File: src/rtl/pcxrld_pkg.sv
// ----------------------------------------------------------------------------
// pcxrld_pkg
// Shared types and constants for the PCX run-length line decoder.
// ----------------------------------------------------------------------------
package pcxrld_pkg;

  localparam int unsigned CfgIdxW  = 2;
  localparam int unsigned CfgDataW = 16;
  localparam int unsigned ByteW    = 8;
  localparam int unsigned RunW     = 6;
  localparam int unsigned ColW     = 17;
  localparam int unsigned LineW    = 16;

  localparam logic [CfgIdxW-1:0] CFG_IMAGE_WIDTH  = 2'd0;
  localparam logic [CfgIdxW-1:0] CFG_LINE_PITCH   = 2'd1;
  localparam logic [CfgIdxW-1:0] CFG_IMAGE_HEIGHT = 2'd2;

  localparam logic [CfgDataW-1:0] RST_IMAGE_WIDTH  = 16'd320;
  localparam logic [CfgDataW-1:0] RST_LINE_PITCH   = 16'd320;
  localparam logic [CfgDataW-1:0] RST_IMAGE_HEIGHT = 16'd200;

  // top two bits of a run prefix byte
  localparam logic [1:0] RUN_MARK = 2'b11;

  typedef enum logic {
    ST_IDLE,
    ST_EMIT
  } state_t;

  typedef struct packed {
    logic in_ready;
    logic accept;
    logic step;
  } cmd_t;

  typedef struct packed {
    logic skip;
    logic is_prefix;
    logic reps_zero;
    logic cnt_last;
    logic slot_free;
  } status_t;

endpackage

File: src/rtl/pcxrld_ctrl.sv
// ----------------------------------------------------------------------------
// pcxrld_ctrl
// Controller: takes an item and, for a literal or run value, steps its pixel loop.
// ----------------------------------------------------------------------------
module pcxrld_ctrl (
  input  logic               clk,
  input  logic               rst,
  input  logic               in_valid,
  input  pcxrld_pkg::status_t status,
  output pcxrld_pkg::cmd_t    cmd
);

  pcxrld_pkg::state_t state;
  pcxrld_pkg::state_t state_next;

  always_ff @(posedge clk) begin
    if (rst) begin
      state <= pcxrld_pkg::ST_IDLE;
    end else begin
      state <= state_next;
    end
  end

  always_comb begin
    state_next = state;
    unique case (state)
      pcxrld_pkg::ST_IDLE: begin
        if (in_valid && !status.skip && !status.is_prefix && !status.reps_zero) begin
          state_next = pcxrld_pkg::ST_EMIT;
        end
      end
      pcxrld_pkg::ST_EMIT: begin
        if (status.slot_free && status.cnt_last) begin
          state_next = pcxrld_pkg::ST_IDLE;
        end
      end
      default: state_next = pcxrld_pkg::ST_IDLE;
    endcase
  end

  always_comb begin
    cmd = '0;
    unique case (state)
      pcxrld_pkg::ST_IDLE: begin
        cmd.in_ready = 1'b1;
        cmd.accept   = in_valid;
      end
      pcxrld_pkg::ST_EMIT: begin
        cmd.step = status.slot_free;
      end
      default: cmd = '0;
    endcase
  end

  a_no_take_while_emit: assert property (@(posedge clk) disable iff (rst)
    (state == pcxrld_pkg::ST_EMIT) |-> (!cmd.in_ready && !cmd.accept))
    else $error("item taken during pixel loop");

  a_loop_ends: assert property (@(posedge clk) disable iff (rst)
    (cmd.step && status.cnt_last) |=> (state == pcxrld_pkg::ST_IDLE))
    else $error("pixel loop ran past its count");

  a_loop_starts: assert property (@(posedge clk) disable iff (rst)
    (cmd.accept && !status.skip && !status.is_prefix && !status.reps_zero)
      |=> (state == pcxrld_pkg::ST_EMIT))
    else $error("data byte did not start pixel loop");

endmodule

File: src/rtl/pcxrld_dp.sv
// ----------------------------------------------------------------------------
// pcxrld_dp
// Datapath: config registers, decode state, pixel loop counters, output reg.
// ----------------------------------------------------------------------------
module pcxrld_dp (
  input  logic                              clk,
  input  logic                              rst,
  input  pcxrld_pkg::cmd_t                  cmd,
  output pcxrld_pkg::status_t               status,
  input  logic                              cfg_valid,
  input  logic [pcxrld_pkg::CfgIdxW-1:0]    cfg_index,
  input  logic [pcxrld_pkg::CfgDataW-1:0]   cfg_data,
  input  logic [pcxrld_pkg::ByteW-1:0]      code_byte,
  input  logic                              out_ready,
  output logic                              out_valid,
  output logic [pcxrld_pkg::ByteW-1:0]      pixel,
  output logic                              last_of_byte,
  output logic                              image_done
);

  logic [pcxrld_pkg::CfgDataW-1:0] image_width;
  logic [pcxrld_pkg::CfgDataW-1:0] line_pitch;
  logic [pcxrld_pkg::CfgDataW-1:0] image_height;

  logic                          run_pending;
  logic [pcxrld_pkg::RunW-1:0]   run_length;
  logic [pcxrld_pkg::ColW-1:0]   column;
  logic [pcxrld_pkg::LineW-1:0]  line_index;
  logic                          finished;

  logic [pcxrld_pkg::ByteW-1:0]  value;
  logic [pcxrld_pkg::RunW-1:0]   count;
  logic [pcxrld_pkg::ColW-1:0]   emit_col;
  logic                          done_flag;

  logic [pcxrld_pkg::RunW-1:0]   reps;
  logic [pcxrld_pkg::ColW-1:0]   col_sum;
  logic [pcxrld_pkg::LineW-1:0]  line_inc;
  logic                          line_end;
  logic                          done_now;
  logic                          hit;
  logic                          last_hit;
  logic                          take_data;

  always_comb begin
    reps      = run_pending ? run_length : pcxrld_pkg::RunW'(1);
    col_sum   = column + pcxrld_pkg::ColW'(reps);
    line_end  = col_sum >= pcxrld_pkg::ColW'(line_pitch);
    line_inc  = line_index + pcxrld_pkg::LineW'(1);
    done_now  = line_end && (line_inc >= image_height);
    hit       = emit_col < pcxrld_pkg::ColW'(image_width);
    last_hit  = (count == pcxrld_pkg::RunW'(1)) ||
                ((emit_col + pcxrld_pkg::ColW'(1)) == pcxrld_pkg::ColW'(image_width));

    status.skip      = finished || (line_index >= image_height);
    status.is_prefix = !run_pending && (code_byte[7:6] == pcxrld_pkg::RUN_MARK);
    status.reps_zero = (reps == '0);
    status.cnt_last  = (count == pcxrld_pkg::RunW'(1));
    status.slot_free = !out_valid || out_ready;
  end

  assign take_data = cmd.accept && !status.skip && !status.is_prefix;

  // configuration
  always_ff @(posedge clk) begin
    if (rst) begin
      image_width  <= pcxrld_pkg::RST_IMAGE_WIDTH;
      line_pitch   <= pcxrld_pkg::RST_LINE_PITCH;
      image_height <= pcxrld_pkg::RST_IMAGE_HEIGHT;
    end else if (cfg_valid) begin
      unique case (cfg_index)
        pcxrld_pkg::CFG_IMAGE_WIDTH:  image_width  <= cfg_data;
        pcxrld_pkg::CFG_LINE_PITCH:   line_pitch   <= cfg_data;
        pcxrld_pkg::CFG_IMAGE_HEIGHT: image_height <= cfg_data;
        default: ;
      endcase
    end
  end

  // decode state, updated once per accepted item that is not skipped
  always_ff @(posedge clk) begin
    if (rst) begin
      run_pending <= 1'b0;
      run_length  <= '0;
      column      <= '0;
      line_index  <= '0;
      finished    <= 1'b0;
    end else if (cmd.accept && !status.skip) begin
      if (status.is_prefix) begin
        run_pending <= 1'b1;
        run_length  <= code_byte[pcxrld_pkg::RunW-1:0];
      end else begin
        run_pending <= 1'b0;
        run_length  <= '0;
        if (line_end) begin
          column     <= '0;
          line_index <= line_inc;
          finished   <= done_now;
        end else begin
          column <= col_sum;
        end
      end
    end
  end

  // pixel loop registers
  always_ff @(posedge clk) begin
    if (take_data) begin
      value     <= code_byte;
      count     <= reps;
      emit_col  <= column;
      done_flag <= done_now;
    end else if (cmd.step) begin
      count    <= count - pcxrld_pkg::RunW'(1);
      emit_col <= emit_col + pcxrld_pkg::ColW'(1);
    end
  end

  // output register
  always_ff @(posedge clk) begin
    if (rst) begin
      out_valid <= 1'b0;
    end else if (cmd.step && hit) begin
      out_valid <= 1'b1;
    end else if (out_ready) begin
      out_valid <= 1'b0;
    end
  end

  always_ff @(posedge clk) begin
    if (cmd.step && hit) begin
      pixel        <= value;
      last_of_byte <= last_hit;
      image_done   <= last_hit && done_flag;
    end
  end

  a_done_is_last: assert property (@(posedge clk) disable iff (rst)
    (out_valid && image_done) |-> last_of_byte)
    else $error("image_done without last_of_byte");

  a_finish_from_item: assert property (@(posedge clk) disable iff (rst)
    $rose(finished) |-> $past(cmd.accept))
    else $error("finished set without an item");

  a_finished_skips: assert property (@(posedge clk) disable iff (rst)
    finished |-> status.skip)
    else $error("finished block not skipping items");

endmodule

File: src/rtl/pcx_rle_line_decoder_unit.sv
// ----------------------------------------------------------------------------
// pcx_rle_line_decoder_unit
// PCX 8-bit single-plane run-length decoder, one code byte per item.
//
//   channel  dir  handshake            payload
//   in       in   in_valid/in_ready    code_byte[7:0]
//   out      out  out_valid/out_ready  pixel[7:0], last_of_byte, image_done
//   cfg      in   cfg_valid/cfg_ready  cfg_index[1:0], cfg_data[15:0]
//
// A run prefix, a zero-length run or an ignored byte is taken without a pixel loop.
// A literal steps one pixel and a run value of count N steps N pixels, one pixel
// per cycle from the shared emit column counter; those past the width are dropped.
// Output stalls hold the pixel loop; the output register lets a new item be
// taken while the last pixel waits. Reset sets width/pitch 320, height 200.
// ----------------------------------------------------------------------------
module pcx_rle_line_decoder_unit (
  input  logic                            clk,
  input  logic                            rst,
  input  logic                            in_valid,
  output logic                            in_ready,
  input  logic [pcxrld_pkg::ByteW-1:0]    code_byte,
  output logic                            out_valid,
  input  logic                            out_ready,
  output logic [pcxrld_pkg::ByteW-1:0]    pixel,
  output logic                            last_of_byte,
  output logic                            image_done,
  input  logic                            cfg_valid,
  output logic                            cfg_ready,
  input  logic [pcxrld_pkg::CfgIdxW-1:0]  cfg_index,
  input  logic [pcxrld_pkg::CfgDataW-1:0] cfg_data
);

  pcxrld_pkg::cmd_t    cmd;
  pcxrld_pkg::status_t status;

  assign in_ready  = cmd.in_ready;
  assign cfg_ready = 1'b1;

  pcxrld_ctrl u_ctrl (
    .clk      (clk),
    .rst      (rst),
    .in_valid (in_valid),
    .status   (status),
    .cmd      (cmd)
  );

  pcxrld_dp u_dp (
    .clk          (clk),
    .rst          (rst),
    .cmd          (cmd),
    .status       (status),
    .cfg_valid    (cfg_valid),
    .cfg_index    (cfg_index),
    .cfg_data     (cfg_data),
    .code_byte    (code_byte),
    .out_ready    (out_ready),
    .out_valid    (out_valid),
    .pixel        (pixel),
    .last_of_byte (last_of_byte),
    .image_done   (image_done)
  );

endmodule

File: config.mk
export PLATFORM = sky130hd
export DESIGN_NAME = pcx_rle_line_decoder_unit
export DESIGN_NICKNAME = d
export VERILOG_FILES = /design/src/rtl/pcxrld_pkg.sv /design/src/rtl/pcxrld_ctrl.sv /design/src/rtl/pcxrld_dp.sv /design/src/rtl/pcx_rle_line_decoder_unit.sv
export SDC_FILE = /design/constraint.sdc
export NUM_CORES = 1
export LEC_CHECK = 0
export BUFFER_PORTS_ARGS = -buffer_cell sky130_fd_sc_hd__buf_2
export CORE_AREA = 3 3 155 157
export DETAILED_ROUTE_END_ITERATION = 10
export DIE_AREA = 0 0 158 160
export SYNTH_ARGS = -nofsm -noshare
export SYNTH_HDL_FRONTEND = slang
export SYNTH_SLANG_ARGS = --single-unit
File: constraint.sdc
create_clock -name clk -period 9.5 [get_ports clk]
set_input_delay 0.475 -clock clk [delete_from_list [all_inputs] [get_ports clk]]
set_output_delay 0.475 -clock clk [all_outputs]
set_load 0.03 [all_outputs]
==> impl_metrics.py <==
metrics = {
    "outcome": {
        "outcome": "completed",
    },
    "grt": {
        "antenna_found_initial": 0,
        "met1_usage_pct": 22.8,
        "grt_max_degree": 72,
        "grt_use_met2_pct": 24.8,
        "grt_pass1_wl_um": 32100,
        "grtUsageMet3_pct": 3.44,
        "grt_util_all_layers_pct": 15.9,
        "grt_remaining_overflow": 0,
        "top_usage_layer": "met2",
        "first_global_vias": 6093,
    },
    "timing": {
        "worst_pin_slew_ns": 1.25,
        "min_period_over_period_pct": 56.1,
        "holdWs_ns": 0.242,
        "drv_slew": 0,
        "skew_ns": 0.0134,
        "setup_viol": 0,
        "fmax_ghz": 0.188,
        "hold_violations": 0,
        "relSlewSlack_pct": 16.5,
        "min_period_ns": 5.33,
        "fin_setup_tns_ns": 0,
        "rsz0062_at_grt": "false",
    },
    "synthesis": {
        "syn_nets": 994,
        "ys_seq_area_share_pct": 38.9,
        "yosys_warnings": 0,
        "synth_area_um2": 7930,
        "synth_edf_count": 42,
        "synth.distinct_cells": 76,
        "synth_seq_cells": 133,
        "async_flop_share_pct": 0,
        "yosys_most_used_dff": "dfxtp_1",
        "syn_area_per_cell_um2": 8.93,
        "synthCells": 888,
    },
    "worst_setup_path": {
        "rrSetupSlack_ns": 4.17,
        "crit_required_ns": 9.86,
        "cp-end-kind": "register",
        "path_cells": "nand2_1 > ha_1 > fa_1 > a211oi_1 > o21bai_1 > a21o_1 > nand2_1 > xnor2_1 > ha_1 > nand4_1 > nor4_1 > a221oi_1 > o211ai_1 > a311oi_4 > nor3b_4 > a22o_1",
        "arrival_ns": 5.69,
        "cp_max_fo": 34,
        "critPathSlowestCell": "a311oi_4",
        "slowest_delay_ns": 1.02,
        "path_class": "reg -> reg",
        "worstSetupStartpointType": "register",
    },
    "power": {
        "p_per_area_nw_per_um2": 172,
        "peakVddDrop_mv": 0.122,
        "p_leak_nw": 3.51,
        "switching_power_mw": 0.432,
        "p_clk_share_pct": 43.1,
        "swShare_pct": 28.2,
        "comb_power_share_pct": 13.4,
        "p_int_mw": 1.10,
        "seqPwrFrac_pct": 43.5,
    },
    "finish": {
        "nFillCells": 2251,
        "drive_above_1_share_pct": 10.7,
        "syn_to_final_growth_pct": 12.6,
        "n_antenna_cell": 0,
        "nNetsFinal": 1017,
    },
    "clock_tree": {
        "root_buffer": "clkbuf_16",
        "htreeDepth": 4,
        "cts_sinks": 133,
        "ctsResizeCount": 0,
        "path_clk_slew_ns": 0.06,
        "clock_latency_ns": 0.42,
        "cts_hold_buffers": 0,
        "numCtsBuffers": 17,
        "tritoncts": "yes",
        "cts_buffer_depth": 2,
        "cts_setup_buffers": 0,
    },
    "detailed_routing": {
        "totalWireLength_um": 19600,
        "wl_per_cell_um": 16.2,
        "first_pass_iters": 5,
        "drt_iter0_markers": 499,
        "final_antenna_net_count": 0,
        "vias": 6493,
        "vias_per_cell": 5.37,
        "route.detailed.drc": 0,
    },
    "worst_hold_path": {
        "hold_class": "in -> reg",
    },
    "floorplanning": {
        "chipWidth_um": 158,
        "coreArea_um2": 22600,
        "die_area_um2": 25300,
        "start_util_pct": 35.0,
        "row_count": 55,
        "pin_count": 44,
        "die_y_um": 160,
    },
    "placement": {
        "gp_congestion": 0.861,
        "port_buffers": 42,
        "post-dp-hpwl_um": 14600,
    },
    "flow_run": {
        "maxCapViolations": 0,
    },
}
-- placed cells by master (no fill, tap or decap), types with 4 or more instances in the layout --
cell type / n
nand2_1: 139
a21oi_1: 96
dfxtp_1: 91
ha_1: 74
inv_1: 68
buf_2: 42
edfxtp_1: 42
xnor2_1: 41
nor2_1: 38
nand3_1: 19
clkbuf_16: 17
a22o_1: 15
nand4_1: 14
o31ai_1: 14
or4_1: 13
o21ai_0: 11
xor2_1: 10
o211ai_1: 10
a21o_1: 10
and3_1: 9
or2_2: 8
nor3_1: 8
inv_6: 7
nor4_1: 6
and2_1: 6
o21a_1: 5
a2111oi_0: 5
nor2b_1: 5
a32o_1: 5
nand2b_1: 4
a211oi_1: 4
a31oi_1: 4
o21bai_1: 4
mux2i_1: 4
a311oi_1: 4
-- power groups by stage --
| stage | registers [mW] | logic, mW | clock network, mW |
|---|---|---|---|
| floorplan | 0.668 | 0.151 | 0 |
| global placement | 0.678 | 0.204 | 0 |
| detailed placement | 0.679 | 0.205 | 0 |
| CTS | 0.667 | 0.207 | 0.677 |
| global route | 0.672 | 0.233 | 0.700 |
| finish | 0.667 | 0.206 | 0.662 |
-- sequential cells by signal (all words and copies together) (netlist names) --
signal	cells
u_dp.run_pending	1
u_dp.count	6
u_dp.pixel	8
u_dp.column	17
u_dp.image_width	16
u_dp.line_pitch	16
u_dp.image_height	16
u_dp.line_index	16
u_dp.last_of_byte	1
u_dp.finished	1
u_dp.image_done	1
u_dp.done_flag	1
u_dp.run_length	6
u_ctrl.state	1
u_dp.value	8
u_dp.emit_col	17
u_dp.out_valid	1
-- cell usage after synthesis, types with 6 or more instances --
cell type,count,area (um^2)
o211ai_1,10,75.1
buf_2,8,40.0
o21ai_0,11,55.1
nand3_1,19,95.1
a21oi_1,96,480
nor3_1,8,40.0
dfxtp_1,91,1820
ha_1,74,926
nand4_1,14,87.6
inv_1,68,255
xnor2_1,41,359
a21o_1,10,75.1
and2_1,6,37.5
edfxtp_1,42,1260
a22o_1,15,131
or4_1,13,97.6
and3_1,9,56.3
nand2_1,139,522
clkbuf_1,21,78.8
nor4_1,6,37.5
nor2_1,38,143
or2_2,8,50.1
xor2_1,10,87.6
o31ai_1,14,105
-- worst max-delay path, delay by kind of cell, from the launching register on --
kind | cells | cell delay, ns
DFF | 1 | 0.55
and+or+nand+nor | 5 | 1.21
adders and majority gates | 3 | 0.94
xor gates and xnor gates | 1 | 0.15
AOI/OAI and AO/OA | 7 | 2.41
-- metrics by stage --
stage	util (%)	instances	setup WS, ns	power [mW]	instance area (um^2)
floorplan	-	888	5.50	0.819	7930
global placement	36.8	1177	4.40	0.882	8340
detailed placement	36.8	1177	4.24	0.884	8340
CTS	39.4	1209	4.20	1.55	8930
global route	39.4	1209	3.63	1.61	8930
finish	39.4	1209	4.17	1.54	8930
-- final timing paths --
check	startpoint	to	cells past startpoint
max	u_dp.run_pending	u_dp.column[8]	16
min	code_byte[4]	u_dp.value[4]	1
max reg2reg	u_dp.run_pending	u_dp.column[8]	16
min reg2reg	u_dp.value[3]	u_dp.pixel[3]	0
-- metal layers --
metal / routed length (um) / part of all wire, %
met1: 9540 / 49
met2: 9100 / 47
met3: 773 / 4.0
met4: 156 / 0.80
met5: 0 / 0
-- kinds of logic (layout without fill, tap and decap cells) --
| family | count (synthesis) | in the layout | synth area share [%] |
|---|---|---|---|
| AOI/OAI and AO/OA | 217 | 217 | 18.4 |
| xor gates and xnor gates | 52 | 52 | 5.92 |
| adders and majority gates | 75 | 75 | 11.9 |
| buffers and inverters | 108 | 144 | 5.59 |
| DFF | 133 | 133 | 38.9 |
| muxes | 8 | 8 | 1.07 |
| other | 1 | 1 | 0.0473 |
| and+or+nand+nor | 294 | 294 | 18.2 |
-- layout make-up --
cell class,instances,area (um^2),area share (%)
flip-flops and latches,133,3080,34.5
clock buffers,17,425,4.77
clock inverters,15,165,1.85
well taps,285,357,3.99
inverters,68,255,2.86
repair buffers,44,225,2.52
multi-input cells,647,4420,49.5
Note: power is estimated with default switching activity, not from simulation.
